### config.mk
export PLATFORM = sky130hd
export DESIGN_NAME = adc_average_audio_detect_unit
export DESIGN_NICKNAME = d
export VERILOG_FILES = /design/src/sv/aadu_pkg.sv /design/src/sv/adc_average_audio_detect_unit.sv /design/src/sv/aadu_ram.sv /design/src/sv/aadu_div.sv /design/src/sv/aadu_dp.sv /design/src/sv/aadu_ctrl.sv
export SDC_FILE = /design/constraint.sdc
export NUM_CORES = 2
export LEC_CHECK = 0
export BUFFER_PORTS_ARGS = -buffer_cell sky130_fd_sc_hd__buf_2
export CORE_MARGIN = 4
export CORE_UTILIZATION = 55
export DETAILED_ROUTE_END_ITERATION = 8
export PLACE_DENSITY_LB_ADDON = 0.12
export SYNTH_ARGS = -nofsm -noshare
export SYNTH_HDL_FRONTEND = slang
export SYNTH_SLANG_ARGS = --single-unit
### constraint.sdc
create_clock -name clk -period 11.1 [get_ports clk]
set_input_delay 0 -clock clk [delete_from_list [all_inputs] [get_ports clk]]
set_output_delay 0 -clock clk [all_outputs]
set_load 0.03 [all_outputs]
### src/sv/aadu_pkg.sv
// ----------------------------------------------------------------------------
// aadu_pkg: shared types and constants
// Item formats, controller commands, state codes and register indexes of the
// channel averager with transient detection.
// ----------------------------------------------------------------------------
package aadu_pkg;

  localparam int SAMPLE_W    = 10;
  localparam int CH_FIELD_W  = 3;
  localparam int SCALED_W    = 11;
  localparam int IRR_W       = 12;
  localparam int MODE_W      = 4;
  localparam int BAND_AVG_W  = 16;
  localparam int SUM_W       = 16;
  localparam int FRAC_BITS   = 6;
  localparam int WIN_FIELD_W = 6;
  localparam int THR_W       = 11;
  localparam int HOLD_W      = 16;
  localparam int ATT_W       = 2;
  localparam int CFG_W       = 16;
  localparam int CFG_IDX_W   = 3;
  localparam int SCALE_SHIFT = 10;

  localparam logic [MODE_W-1:0] MODE_BASE = 4'd5;

  // register indexes
  localparam logic [CFG_IDX_W-1:0] REG_ATTENUATION = 3'd0;
  localparam logic [CFG_IDX_W-1:0] REG_WINDOW_A    = 3'd1;
  localparam logic [CFG_IDX_W-1:0] REG_WINDOW_B    = 3'd2;
  localparam logic [CFG_IDX_W-1:0] REG_WINDOW_C    = 3'd3;
  localparam logic [CFG_IDX_W-1:0] REG_WINDOW_D    = 3'd4;
  localparam logic [CFG_IDX_W-1:0] REG_AUDIO_EN    = 3'd5;
  localparam logic [CFG_IDX_W-1:0] REG_THRESHOLD   = 3'd6;
  localparam logic [CFG_IDX_W-1:0] REG_HOLD_LEN    = 3'd7;

  typedef struct packed {
    logic [CH_FIELD_W-1:0] channel;
    logic [SAMPLE_W-1:0]   sample;
  } sample_t;

  typedef struct packed {
    logic [CH_FIELD_W-1:0]  channel_out;
    logic [SAMPLE_W-1:0]    average;
    logic [SCALED_W-1:0]    scaled_value;
    logic signed [IRR_W-1:0] irregularity;
    logic                   audio_hit;
    logic [MODE_W-1:0]      mode_level;
    logic [BAND_AVG_W-1:0]  band_first_avg;
    logic [BAND_AVG_W-1:0]  band_second_avg;
    logic                   band_updated;
  } result_t;

  typedef enum logic [2:0] {
    ST_IDLE,
    ST_RING,
    ST_CALC,
    ST_FEED,
    ST_DGO,
    ST_DIV,
    ST_DONE
  } state_t;

  typedef struct packed {
    logic       accept;
    logic       ring_rd;
    logic       ring_cap;
    logic       ring_wr;
    logic [1:0] ring_idx;
    logic       calc;
    logic       feed;
    logic       div_start;
    logic       finish;
  } ctrl_cmd_t;

  typedef struct packed {
    logic new_ok;    // incoming channel is in range
    logic low;       // latched channel is 0..3
    logic div_done;
  } ctrl_stat_t;

  function automatic logic [SCALED_W-1:0] scale_of(input logic [ATT_W-1:0] att);
    logic [SCALED_W-1:0] s;
    unique case (att)
      2'd0:    s = 11'd2047;
      2'd1:    s = 11'd1551;
      default: s = 11'd1023;
    endcase
    return s;
  endfunction

endpackage

### src/sv/adc_average_audio_detect_unit.sv
// ----------------------------------------------------------------------------
// adc_average_audio_detect_unit: channel averager with transient detection
//
//   channel   dir  handshake                    beat
//   sample    in   sample_valid / sample_stall  sample_item (sample_t)
//   result    out  result_valid / result_stall  result_item (result_t)
//   config    in   wr_en                        wr_index, wr_data
//
// A sample on channels 0..3 passes through accept, three ring RAM reads and
// the ring write, calc, band feed, divide start, the bit-serial band divide
// and result load. Channels 4 and up skip the divide start and divide; an
// out-of-range channel goes from accept straight to result load. Reset is
// synchronous, clears the ring valid bits and the band store fill counts at
// once; no clearing pass. A stalled result holds in the output register
// while the next sample is worked on.
// ----------------------------------------------------------------------------
module adc_average_audio_detect_unit import aadu_pkg::*; #(
  parameter int CHANNELS   = 8,
  parameter int BAND_DEPTH = 64
) (
  input  logic                 clk,
  input  logic                 rst,
  input  logic                 sample_valid,
  output logic                 sample_stall,
  input  sample_t              sample_item,
  output logic                 result_valid,
  input  logic                 result_stall,
  output result_t              result_item,
  input  logic                 wr_en,
  input  logic [CFG_IDX_W-1:0] wr_index,
  input  logic [CFG_W-1:0]     wr_data
);

  ctrl_cmd_t  cmd;
  ctrl_stat_t stat;

  aadu_ctrl u_ctrl (
    .clk          (clk),
    .rst          (rst),
    .sample_valid (sample_valid),
    .sample_stall (sample_stall),
    .result_valid (result_valid),
    .result_stall (result_stall),
    .stat         (stat),
    .cmd          (cmd)
  );

  aadu_dp #(.CHANNELS(CHANNELS), .BAND_DEPTH(BAND_DEPTH)) u_dp (
    .clk      (clk),
    .rst      (rst),
    .cmd      (cmd),
    .stat     (stat),
    .in_item  (sample_item),
    .out_item (result_item),
    .wr_en    (wr_en),
    .wr_index (wr_index),
    .wr_data  (wr_data)
  );

endmodule

### src/sv/aadu_ram.sv
// ----------------------------------------------------------------------------
// aadu_ram: generic simple dual-port RAM
// One write port, one read port with registered read data.
// ----------------------------------------------------------------------------
module aadu_ram #(
  parameter int WIDTH = 10,
  parameter int DEPTH = 64
) (
  input  logic                     clk,
  input  logic                     we,
  input  logic [$clog2(DEPTH)-1:0] waddr,
  input  logic [WIDTH-1:0]         wdata,
  input  logic                     re,
  input  logic [$clog2(DEPTH)-1:0] raddr,
  output logic [WIDTH-1:0]         rdata
);

  logic [WIDTH-1:0] mem [DEPTH];

  always_ff @(posedge clk) begin
    if (we) begin
      mem[waddr] <= wdata;
    end
    if (re) begin
      rdata <= mem[raddr];
    end
  end

endmodule

### src/sv/aadu_div.sv
// ----------------------------------------------------------------------------
// aadu_div: restoring divider
// One quotient bit per cycle; done rises with the last quotient bit.
// ----------------------------------------------------------------------------
module aadu_div #(
  parameter int NUM_W = 22,
  parameter int DEN_W = 7
) (
  input  logic             clk,
  input  logic             rst,
  input  logic             start,
  input  logic [NUM_W-1:0] dividend,
  input  logic [DEN_W-1:0] divisor,
  output logic [NUM_W-1:0] quotient,
  output logic             done
);

  localparam int CNT_W = $clog2(NUM_W);

  logic             running;
  logic [CNT_W-1:0] cnt;
  logic [DEN_W-1:0] den;
  logic [DEN_W-1:0] rem;
  logic [NUM_W-1:0] quo;
  logic [DEN_W:0]   trial;
  logic             ge;

  assign trial    = {rem, quo[NUM_W-1]};
  assign ge       = trial >= {1'b0, den};
  assign quotient = quo;

  always_ff @(posedge clk) begin
    if (rst) begin
      running <= 1'b0;
      done    <= 1'b0;
      cnt     <= '0;
    end else if (start) begin
      running <= 1'b1;
      done    <= 1'b0;
      cnt     <= '0;
    end else if (running) begin
      cnt <= cnt + 1'b1;
      if (cnt == CNT_W'(NUM_W - 1)) begin
        running <= 1'b0;
        done    <= 1'b1;
      end
    end
  end

  always_ff @(posedge clk) begin
    if (start) begin
      den <= divisor;
      rem <= '0;
      quo <= dividend;
    end else if (running) begin
      rem <= ge ? DEN_W'(trial - {1'b0, den}) : trial[DEN_W-1:0];
      quo <= {quo[NUM_W-2:0], ge};
    end
  end

endmodule

### src/sv/aadu_dp.sv
// ----------------------------------------------------------------------------
// aadu_dp: datapath
// Sample rings, detection, hold/mode state, band stores and band dividers,
// configuration registers and the result register.
// ----------------------------------------------------------------------------
module aadu_dp import aadu_pkg::*; #(
  parameter int CHANNELS   = 8,
  parameter int BAND_DEPTH = 64
) (
  input  logic                 clk,
  input  logic                 rst,
  input  ctrl_cmd_t            cmd,
  output ctrl_stat_t           stat,
  input  sample_t              in_item,
  output result_t              out_item,
  input  logic                 wr_en,
  input  logic [CFG_IDX_W-1:0] wr_index,
  input  logic [CFG_W-1:0]     wr_data
);

  localparam int CH_W       = (CHANNELS > 1) ? $clog2(CHANNELS) : 1;
  localparam int RING_DEPTH = CHANNELS * 4;
  localparam int RING_AW    = $clog2(RING_DEPTH);
  localparam int PW         = $clog2(BAND_DEPTH);
  localparam int WIN_W      = $clog2(BAND_DEPTH + 1);
  localparam int NUM_W      = SUM_W + FRAC_BITS;

  // configuration
  logic [ATT_W-1:0]       att;
  logic [WIN_FIELD_W-1:0] win [4];
  logic                   audio_en;
  logic [THR_W-1:0]       thr;
  logic [HOLD_W-1:0]      hold_len;

  // item state
  logic [CH_FIELD_W-1:0]  ch;
  logic [SAMPLE_W-1:0]    smp;
  logic                   chv;
  logic [SAMPLE_W-1:0]    tap [3];
  logic                   rd_ok;
  logic [SAMPLE_W-1:0]    avg;
  logic [SCALED_W-1:0]    scaled;
  logic [IRR_W-1:0]       irr_r;
  logic                   hit;

  // block state
  logic [1:0]             slot;
  logic [RING_DEPTH-1:0]  ring_vld;
  logic [HOLD_W-1:0]      hold [2];
  logic [MODE_W-1:0]      mode;
  logic [SUM_W-1:0]       sums [4];
  logic [PW-1:0]          pos [4];
  logic [WIN_W-1:0]       fill [4];

  logic [CH_W-1:0]        ch_idx;
  logic [RING_AW-1:0]     ring_waddr;
  logic [RING_AW-1:0]     ring_raddr;
  logic [SAMPLE_W-1:0]    ring_rdata;
  logic [SAMPLE_W-1:0]    band_rdata [4];
  logic                   low;
  logic                   pair;
  logic                   last_ch;

  logic signed [IRR_W-1:0] irr;
  logic [IRR_W-1:0]       mag;
  logic [IRR_W-1:0]       sum4;
  logic                   hit_now;
  logic [HOLD_W-1:0]      hold_new [2];
  logic [MODE_W-1:0]      mode_hit;
  logic [20:0]            prod;

  logic [NUM_W-1:0]       quo0, quo1;
  logic                   done0, done1;

  function automatic logic [WIN_W-1:0] weff(input logic [WIN_FIELD_W-1:0] w);
    logic [WIN_W-1:0] x;
    x = WIN_W'(w);
    if (w == '0) begin
      x = WIN_W'(1);
    end else if (x > WIN_W'(BAND_DEPTH)) begin
      x = WIN_W'(BAND_DEPTH);
    end
    return x;
  endfunction

  function automatic logic [BAND_AVG_W-1:0] sat(input logic [NUM_W-1:0] q);
    return (q[NUM_W-1:BAND_AVG_W] != '0) ? '1 : q[BAND_AVG_W-1:0];
  endfunction

  assign ch_idx     = CH_W'(ch);
  assign ring_waddr = {ch_idx, slot};
  assign ring_raddr = {ch_idx, slot - cmd.ring_idx - 2'd1};
  assign low        = (ch[CH_FIELD_W-1:2] == '0);
  assign pair       = ch[0];
  assign last_ch    = (32'(ch) == CHANNELS - 1);

  assign stat.new_ok   = (32'(in_item.channel) < CHANNELS);
  assign stat.low      = low;
  assign stat.div_done = done0 & done1;

  // config writes
  always_ff @(posedge clk) begin
    if (rst) begin
      att      <= '0;
      win[0]   <= 6'd15;
      win[1]   <= 6'd47;
      win[2]   <= 6'd15;
      win[3]   <= 6'd47;
      audio_en <= 1'b0;
      thr      <= 11'd160;
      hold_len <= 16'd1000;
    end else if (wr_en) begin
      unique case (wr_index)
        REG_ATTENUATION: att      <= wr_data[ATT_W-1:0];
        REG_WINDOW_A:    win[0]   <= wr_data[WIN_FIELD_W-1:0];
        REG_WINDOW_B:    win[1]   <= wr_data[WIN_FIELD_W-1:0];
        REG_WINDOW_C:    win[2]   <= wr_data[WIN_FIELD_W-1:0];
        REG_WINDOW_D:    win[3]   <= wr_data[WIN_FIELD_W-1:0];
        REG_AUDIO_EN:    audio_en <= wr_data[0];
        REG_THRESHOLD:   thr      <= wr_data[THR_W-1:0];
        REG_HOLD_LEN:    hold_len <= wr_data[HOLD_W-1:0];
        default:         ;
      endcase
    end
  end

  aadu_ram #(.WIDTH(SAMPLE_W), .DEPTH(RING_DEPTH)) u_ring (
    .clk   (clk),
    .we    (cmd.ring_wr),
    .waddr (ring_waddr),
    .wdata (smp),
    .re    (cmd.ring_rd),
    .raddr (ring_raddr),
    .rdata (ring_rdata)
  );

  // detection math on the gathered ring
  always_comb begin
    irr  = $signed({2'b00, smp}) - $signed({2'b00, tap[0]})
         + $signed({2'b00, tap[1]}) - $signed({2'b00, tap[2]});
    mag  = irr[IRR_W-1] ? IRR_W'(-irr) : IRR_W'(irr);
    sum4 = {2'b00, smp} + {2'b00, tap[0]} + {2'b00, tap[1]} + {2'b00, tap[2]};
    hit_now = audio_en && low && (mag > {1'b0, thr});
    hold_new[0] = (pair == 1'b0) ? hold_len : hold[0];
    hold_new[1] = (pair == 1'b1) ? hold_len : hold[1];
    mode_hit = MODE_BASE + {2'b00, (hold_new[0] != '0), 1'b0}
                         + {2'b00, (hold_new[1] != '0), 1'b0};
    prod = avg * scale_of(att);
  end

  always_ff @(posedge clk) begin
    if (cmd.accept) begin
      ch  <= in_item.channel;
      smp <= in_item.sample;
      chv <= stat.new_ok;
    end
    if (cmd.ring_rd) begin
      rd_ok <= ring_vld[ring_raddr];
    end
    if (cmd.ring_cap) begin
      tap[cmd.ring_idx - 2'd1] <= rd_ok ? ring_rdata : '0;
    end
    if (cmd.calc) begin
      avg   <= sum4[IRR_W-1:2];
      irr_r <= low ? IRR_W'(irr) : '0;
      hit   <= hit_now;
    end
    if (cmd.feed) begin
      scaled <= prod[20:SCALE_SHIFT];
    end
  end

  // control-side state
  always_ff @(posedge clk) begin
    if (rst) begin
      slot     <= '0;
      ring_vld <= '0;
      hold[0]  <= '0;
      hold[1]  <= '0;
      mode     <= MODE_BASE;
    end else begin
      if (cmd.accept && stat.new_ok && in_item.channel == '0) begin
        mode <= MODE_BASE;
      end
      if (cmd.ring_wr) begin
        ring_vld[ring_waddr] <= 1'b1;
      end
      if (cmd.calc && hit_now) begin
        hold[0] <= hold_new[0];
        hold[1] <= hold_new[1];
        mode    <= mode_hit;
      end
      // scan end
      if (cmd.finish && chv && last_ch) begin
        if (hold[0] != '0) hold[0] <= hold[0] - 1'b1;
        if (hold[1] != '0) hold[1] <= hold[1] - 1'b1;
        slot <= slot + 2'd1;
      end
    end
  end

  // band stores; positions only step up from zero or wrap to zero, so the
  // written entries are always those below the fill count
  for (genvar b = 0; b < 4; b++) begin : g_band
    logic                 bwe;
    logic [SAMPLE_W-1:0]  old;
    logic [WIN_W-1:0]     pinc;

    assign bwe  = cmd.feed && hit && (int'(pair) == b / 2);
    assign old  = (WIN_W'(pos[b]) < fill[b]) ? band_rdata[b] : '0;
    assign pinc = WIN_W'(pos[b]) + WIN_W'(1);

    aadu_ram #(.WIDTH(SAMPLE_W), .DEPTH(BAND_DEPTH)) u_store (
      .clk   (clk),
      .we    (bwe),
      .waddr (pos[b]),
      .wdata (smp),
      .re    (cmd.calc),
      .raddr (pos[b]),
      .rdata (band_rdata[b])
    );

    always_ff @(posedge clk) begin
      if (rst) begin
        sums[b] <= '0;
        pos[b]  <= '0;
        fill[b] <= '0;
      end else if (bwe) begin
        sums[b] <= sums[b] - SUM_W'(old) + SUM_W'(smp);
        if (WIN_W'(pos[b]) == fill[b]) begin
          fill[b] <= pinc;
        end
        pos[b]  <= (pinc >= weff(win[b])) ? '0 : PW'(pinc);
      end
    end
  end

  aadu_div #(.NUM_W(NUM_W), .DEN_W(WIN_W)) u_div0 (
    .clk      (clk),
    .rst      (rst),
    .start    (cmd.div_start),
    .dividend ({sums[{pair, 1'b0}], FRAC_BITS'(0)}),
    .divisor  (weff(win[{pair, 1'b0}])),
    .quotient (quo0),
    .done     (done0)
  );

  aadu_div #(.NUM_W(NUM_W), .DEN_W(WIN_W)) u_div1 (
    .clk      (clk),
    .rst      (rst),
    .start    (cmd.div_start),
    .dividend ({sums[{pair, 1'b1}], FRAC_BITS'(0)}),
    .divisor  (weff(win[{pair, 1'b1}])),
    .quotient (quo1),
    .done     (done1)
  );

  // result register
  always_ff @(posedge clk) begin
    if (cmd.finish) begin
      out_item.channel_out     <= ch;
      out_item.average         <= chv ? avg : '0;
      out_item.scaled_value    <= chv ? scaled : '0;
      out_item.irregularity    <= chv ? irr_r : '0;
      out_item.audio_hit       <= chv && hit;
      out_item.mode_level      <= mode;
      out_item.band_first_avg  <= (chv && low) ? sat(quo0) : '0;
      out_item.band_second_avg <= (chv && low) ? sat(quo1) : '0;
      out_item.band_updated    <= chv && hit;
    end
  end

endmodule

### src/sv/aadu_ctrl.sv
// ----------------------------------------------------------------------------
// aadu_ctrl: sequencing controller
// Steps an in-range sample through ring gather, detection, band update and, for channels 0..3, divide,
// and owns the input stall and the result valid flag.
// ----------------------------------------------------------------------------
module aadu_ctrl import aadu_pkg::*; (
  input  logic       clk,
  input  logic       rst,
  input  logic       sample_valid,
  output logic       sample_stall,
  output logic       result_valid,
  input  logic       result_stall,
  input  ctrl_stat_t stat,
  output ctrl_cmd_t  cmd
);

  state_t     state, state_next;
  logic [1:0] rcnt, rcnt_next;

  always_ff @(posedge clk) begin
    if (rst) begin
      state        <= ST_IDLE;
      rcnt         <= '0;
      result_valid <= 1'b0;
    end else begin
      state <= state_next;
      rcnt  <= rcnt_next;
      if (cmd.finish) begin
        result_valid <= 1'b1;
      end else if (!result_stall) begin
        result_valid <= 1'b0;
      end
    end
  end

  assign sample_stall = (state != ST_IDLE);

  always_comb begin
    cmd        = '0;
    state_next = state;
    rcnt_next  = rcnt;
    unique case (state)
      ST_IDLE: begin
        if (sample_valid) begin
          cmd.accept = 1'b1;
          rcnt_next  = '0;
          state_next = stat.new_ok ? ST_RING : ST_DONE;
        end
      end
      ST_RING: begin
        // read three older taps, then write the new sample
        cmd.ring_idx = rcnt;
        cmd.ring_rd  = (rcnt != 2'd3);
        cmd.ring_cap = (rcnt != 2'd0);
        cmd.ring_wr  = (rcnt == 2'd3);
        rcnt_next    = rcnt + 2'd1;
        if (rcnt == 2'd3) state_next = ST_CALC;
      end
      ST_CALC: begin
        cmd.calc   = 1'b1;
        state_next = ST_FEED;
      end
      ST_FEED: begin
        cmd.feed   = 1'b1;
        state_next = stat.low ? ST_DGO : ST_DONE;
      end
      ST_DGO: begin
        cmd.div_start = 1'b1;
        state_next    = ST_DIV;
      end
      ST_DIV: begin
        if (stat.div_done) state_next = ST_DONE;
      end
      ST_DONE: begin
        if (!result_valid || !result_stall) begin
          cmd.finish = 1'b1;
          state_next = ST_IDLE;
        end
      end
      default: state_next = ST_IDLE;
    endcase
  end

endmodule

# Word-level counts from Yosys, hierarchy flattened
# Memories as Yosys holds them, arrays and structs flattened. A register that Yosys moved wholly into a read port is not among the register bits.
# Index checks and enable logic that the tools add are counted.
# Widths: inputs -> output; s select.
[classes] addsub=32 multipliers=1 order_cmp=20 eq_ne=28 muxes=150 bitwise_logic=24 n_reduce_logical=45
[op_table] operator="$mux 16" count=12
[op_table] operator="$mux 7" count=24
[op_table] operator="$mux 22" count=4
[op_table] operator="$mux 1" count=74
[op_table] operator="$mux 6" count=12
[op_table] operator="$add 16x10->16" count=4
[op_table] operator="$reduce_bool 16->1" count=4
[op_table] operator="$sub 16x10->16" count=4
[op_table] operator="$mux 10" count=5
[op_table] operator="$gt 6x7->1 const B" count=6
[op_table] operator="$logic_not 6->1" count=6
[op_table] operator="$or 32x32->32" count=1
[op_table] operator="$sub 16x1->16 const B" count=2
[op_table] operator="$add 6x1->7 const B" count=4
[op_table] operator="$eq 6x7->1" count=4
[op_table] operator="$ge 7x7->1" count=4
[op_table] operator="$lt 6x7->1" count=4
[op_table] operator="$add 12x10->12" count=2
[op_table] operator="$eq 3x3->1 const B" count=8
[op_table] operator="$pmux 11 s2" count=1
[op_table] operator="$mul 10x11->21" count=1
[op_table] operator="$pmux 3 s7" count=1
[op_table] operator="$or 1x1->1" count=20
[op_table] operator="$ge 8x7->1" count=2
[op_table] operator="other kinds (43)" count=91
[word_totals] register_bits=281 ramBits=3082 input_bits=37 output_inout_bits=76 wordCells=352 mem_count=11
[mem_list] memory="u_dp.g_band[0].u_store.mem" depth=64 word_bits=10 rd=1 rd_ports_with_merged_regs=1 wr=1 line="aadu_ram.sv:18" text="logic [WIDTH-1:0] mem [DEPTH];"
[mem_list] memory="u_dp.g_band[1].u_store.mem" depth=64 word_bits=10 rd=1 rd_ports_with_merged_regs=1 wr=1 line="aadu_ram.sv:18"
[mem_list] memory="u_dp.g_band[2].u_store.mem" depth=64 word_bits=10 rd=1 rd_ports_with_merged_regs=1 wr=1 line="aadu_ram.sv:18"
[mem_list] memory="u_dp.g_band[3].u_store.mem" depth=64 word_bits=10 rd=1 rd_ports_with_merged_regs=1 wr=1 line="aadu_ram.sv:18"
[mem_list] memory="u_dp.u_ring.mem" depth=32 word_bits=10 rd=1 rd_ports_with_merged_regs=1 wr=1 line="aadu_ram.sv:18"
[mem_list] memory="u_dp.sums" depth=4 word_bits=16 rd=6 rd_ports_with_merged_regs=2 wr=4 line="aadu_dp.sv:51" text="logic [SUM_W-1:0] sums [4];"
[mem_list] memory="5 more memories"

# Depth between registers and ports, before layout
# An unclocked memory read counts as a cell.
[depth] word_depth=14 mapped_depth=31 depth_no_buf=29

# Cells and area by module
# From an unflattened synthesis, not the netlist that was laid out.
[unflattened] hier_cells=8212 area_unflattened_um2=145097.9
[by_module_without_submodules] mod="aadu_ram (u_dp.g_band[0].u_store ...)" n_inst=4 cells_per_inst=1118 area_each_um2=25201.7 seq_area_each_um2=19518.7
[by_module_without_submodules] mod="aadu_dp" n_inst=1 cells_per_inst=2565 area_each_um2=26213.9 seq_area_each_um2=11030.6
[by_module_without_submodules] mod="aadu_ram (u_dp.u_ring)" n_inst=1 cells_per_inst=733 area_each_um2=13093.8 seq_area_each_um2=9909.5
[by_module_without_submodules] mod="aadu_div" n_inst=2 cells_per_inst=191 area_each_um2=2270.9 seq_area_each_um2=1151.1
[by_module_without_submodules] mod="aadu_ctrl" n_inst=1 cells_per_inst=60 area_each_um2=441.7 seq_area_each_um2=120.1

# Worst setup path after synthesis
# No wires, ideal clock.
[synth_path] path_type="register to register" start="register u_dp.smp[2]" end="memory u_dp.hold[0][0], enable pin" setup_time_ps=416 t_arrival_ps=9369 required_ps=10684 slack_ps=1315 path_stages_with_launch=28 n_path_buf=1 synth_period_minus_slack_ps=9785 cell_sequence="edfxtp_1 > ha_1 > nand2_1 > nand2_1 > a21oi_1 > o21ai_0 > a21oi_1 > o21bai_1 > a21oi_1 > xnor2_1 > fa_1 > ha_1 > a21oi_1 > o21ai_0 > a31o_2 > a21o_1 > a31oi_1 > xnor2_1 > ha_1 > a21o_1 > a21oi_1 > nor2_1 > a2111oi_0 > o31a_1 > a2bb2oi_2 > or3b_1 > buf_6 > nand3_1"
[synth_rtl] element="start: declaration" line="aadu_dp.sv:37" text="logic [SAMPLE_W-1:0] smp;"
[synth_rtl] element="start signal: assignment" line="aadu_dp.sv:154" text="smp <= in_item.sample;"
[synth_rtl] element="end: declaration" line="aadu_dp.sv:49" text="logic [HOLD_W-1:0] hold [2];"

==> flow_summary.yaml <==
finish:
  final_layout_size_suffix_gt1_frac: 0.09942
  instances_no_fill: 12450
  fill_cells: 18120
  fin_area_um2: 153600
  finalNetCount: 9257
  area_delta_synth_final_pct: 12.08
clock_network:
  h-tree-depth: 5
  cts_made_buffers: 358
  ctsResizeCount: 0
  cts_tree: "yes"
  cts_buffer_depth: 4
  cts_root_buffer: "clkbuf_16"
  path_clk_slew_ns: 0.06
  clock_sinks: 3410
  clock_latency_ns: 1.01
synth:
  synth_adder_area_share: 0.04102
  synth_top_family_by_area: "compound AO/OA/AOI/OAI gates"
  synth_top_area_cell: "edfxtp_1"
  synth_area_um2: 137100
  synth_compound_area_frac: 0.1136
  synth_most_common_cell: "edfxtp_1"
  synthSimpleGateAreaFrac: 0.05275
  synth_mux_area_frac: 0.02092
  synthArstFlopShare: 0
  synth_edf_count: 3296
  yosysWarnings: 0
  yosysTopAreaCellShare: 0.7220
  avgSynthCellArea_um2: 15.95
  syn-num-nets: 9006
  ys.flop_type: "edfxtp_1"
  yosys-top-cells-count: "edfxtp_1, a22oi_1, nor2_1"
  synthTopCellsByArea: "edfxtp_1, a22oi_1, ha_1, nor2_1, fa_1"
  seq_area_frac_synth: 0.7387
  synth.distinct_cells: 89
  synthCells: 8594
  ys_ff_latch: 3410
  synth_xor_area_frac: 0.008553
timing:
  fin_setup_tns_ns: 0
  final_hold_viol_count: 0
  rsz0062_at_grt: "false"
  worst_pin_slew_ns: 1.498
  fin_crit_ns: 8.140
  relSlewSlack: 0.001172
  slew_violations: 0
  timing.final.ws_setup_ns: 2.960
  fin_skew_ns: 0.1084
  post-route-period-util: 0.7333
  fmaxAchievable_mhz: 122.9
  finalSetupViolations: 0
setup_path:
  cp.arrival_ns: 8.59
  worstPathRequired_ns: 11.55
  start_kind: "register"
  worst-path-buf-inv: 2
  rr_worst_depth: 27
  path_class: "register to register"
  r2r-start: "u_dp.smp[1]$_DFFE_PP_"
  r2r_slack_ns: 2.96
  path_delay_family: "compound AO/OA/AOI/OAI gates"
  cp.depth: 27
  reg2reg_to: "u_dp.hold[0][5]$_DFFE_PP_"
  crit_fanout: 225
  critPathCaptureType: "register"
  worstSetupStartpoint: "u_dp.smp[1]$_DFFE_PP_"
  slowest_stage: "nand3_1"
  crit_path_max_incr_delay_ns: 0.73
floorplanning:
  die_x_um: 507.2
  ios: 113
  rows: 183
  core_area_um2: 248200
  die_h_um: 507.2
  dieArea_um2: 257300
  initial_core_util: 0.5523
place:
  place_area_um2: 141500
  dp_hpwl_mm: 207.6
  pre_cts_slack_ns: 2.717
  gp_congestion: 0.8461
  place_inst: 11710
  port_buffers: 111
detailed_routing:
  drt_first_pass_iters: 7
  dr.first_iter.drc_count: 9628
  via_count: 79700
  viasPerCell: 6.402
  wl_per_cell_um: 29.01
  drt_drc_violations_left: 0
  routed_wl_mm: 361.2
  postRouteAntennaNets: 0
run_status:
  status: "finished clean"
min_path:
  hp-start: "sample_valid"
  hold_path_end: "u_ctrl.state[2]$_SDFFE_PP0P_"
  hold_class: "input port to register"
  hold_path_depth: 4
power:
  leakagePower_uw: 0.05017
  ir_drop_uv: 486.1
  p_per_area_nw_per_um2: 220.7
  fin_total_pwr_uw: 33910
global_route:
  grt_overflow: 0
  grt_pass1_vias: 77680
  grt_pass1_wl_mm: 528.9
  grt_max_degree: 226
  antenna_found_initial: 11
  grt_use_total: 0.2762
run:
  maxCapViolations: 0
what timing repair did:
action / CTS / global route
setup buffers: 0 / 0
hold endpoints to repair: 175 / 0
hold buffers: 104 / 0
endpoints found under the setup margin: 0 / 0
per-layer routing:
metal  track usage  part of all wire
met1        0.3984              0.41
met2        0.4335              0.47
met3       0.04908             0.086
met4       0.08659             0.032
met5             0                 0
worst register-to-register path, stage by stage (launching register included):
cell       delay (ns)
edfxtp_1         0.42
buf_12           0.50
ha_1             0.40
nor2b_1          0.13
o21ai_0          0.20
a21boi_0         0.17
o21ai_0          0.27
a21oi_1          0.15
nor2_1           0.15
xnor2_1          0.15
fa_1             0.45
ha_1             0.23
a21oi_1          0.40
o21ai_0          0.26
a31o_2           0.30
a21o_1           0.26
a31oi_1          0.20
xnor2_1          0.18
ha_1             0.28
a21o_1           0.18
a21oi_1          0.13
nor2_1           0.06
a2111oi_0        0.34
o31a_1           0.22
a2bb2oi_2        0.14
buf_4            0.26
or3b_1           0.47
nand3_1          0.73
layout by cell type, fill, tap and decap left out, drive strengths merged, types with 57 or more instances in the layout:
master / netlist / layout
nand3: 104 / 104
nor3: 68 / 68
a41oi: 68 / 68
a31oi: 221 / 221
nor2b: 78 / 78
xor2: 57 / 57
nand4: 66 / 66
clkinv: 2 / 149
edfxtp: 3296 / 3296
buf: 122 / 240
a221oi: 218 / 218
a22o: 213 / 213
nand2: 242 / 242
a21oi: 179 / 179
mux2i: 78 / 78
inv: 415 / 421
a22oi: 877 / 877
ha: 251 / 251
clkbuf: 331 / 436
mux4: 90 / 90
o21ai: 121 / 121
dfxtp: 114 / 114
nor2: 667 / 667
fa: 124 / 124
nor4: 79 / 79
xnor2: 76 / 76
dlygate4sd3: 0 / 104
report_power, final:
| group | switching [uW] | leakage [uW] | total (uW) | internal [uW] |
|---|---|---|---|---|
| combinational | 4350 | 0.0140 | 7160 | 2810 |
| sequential | 186 | 0.0308 | 15300 | 15100 |
| clock | 4830 | 0.00541 | 11400 | 6610 |
state kept, by name, summed over array words and instances (netlist names), 28 cells and up, named ones only:
signal	cells
u_dp.g_band.u_store.mem	2560
u_dp.u_ring.mem	320
u_dp.out_item	72
u_dp.sums	64
u_dp.g_band.u_store.rdata	40
u_dp.hold	32
u_dp.ring_vld	32
u_dp.tap	30
u_dp.fill	28
cells by family after synthesis:
kind of cell               count (synthesis)
muxes                                    173
adders and majority gates                375
and+or+nand+nor                         1526
other                                      1
DFF                                     3410
buffers and inverters                    870
xor gates and xnor gates                 133
AOI/OAI and AO/OA                       2106
area by class of cell:
| cell class | instances | area (um2) | share of cell area |
|---|---|---|---|
| Antenna cell | 6 | 15.01 | 0.00009773 |
| Clock buffer | 436 | 9459 | 0.06157 |
| Clock inverter | 192 | 1610 | 0.01048 |
| Inverter | 417 | 1565 | 0.01019 |
| Multi-Input combinational cell | 4314 | 32720 | 0.2130 |
| Sequential cell | 3410 | 101300 | 0.6591 |
| Tap cell | 3330 | 4167 | 0.02712 |
| Timing Repair Buffer | 344 | 2843 | 0.01850 |
worst max-delay path by stage:
stage / end / slack, ns
6_report: u_dp.hold[0][5]$_DFFE_PP_ / 2.96
5_1_grt: u_dp.hold[0][5]$_DFFE_PP_ / 2.26
4_1_cts: u_dp.hold[0][5]$_DFFE_PP_ / 2.69
3_5_place_dp: u_dp.hold[0][8]$_DFFE_PP_ / 2.72
3_3_place_gp: u_dp.hold[0][7]$_DFFE_PP_ / 2.67
2_1_floorplan: u_dp.hold[0][0]$_DFFE_PP_ / 1.31
per-stage QoR:
stage / util / hold slack (ns)
3_5_place_dp: 0.5702 / 0.1825
3_3_place_gp: 0.5702 / 0.1894
5_1_grt: 0.6190 / 0.06236
2_1_floorplan: - / 0.09887
4_1_cts: 0.6189 / 0.01717
6_report: 0.6190 / 0.09271
Note: power is estimated with default switching activity, not from simulation.
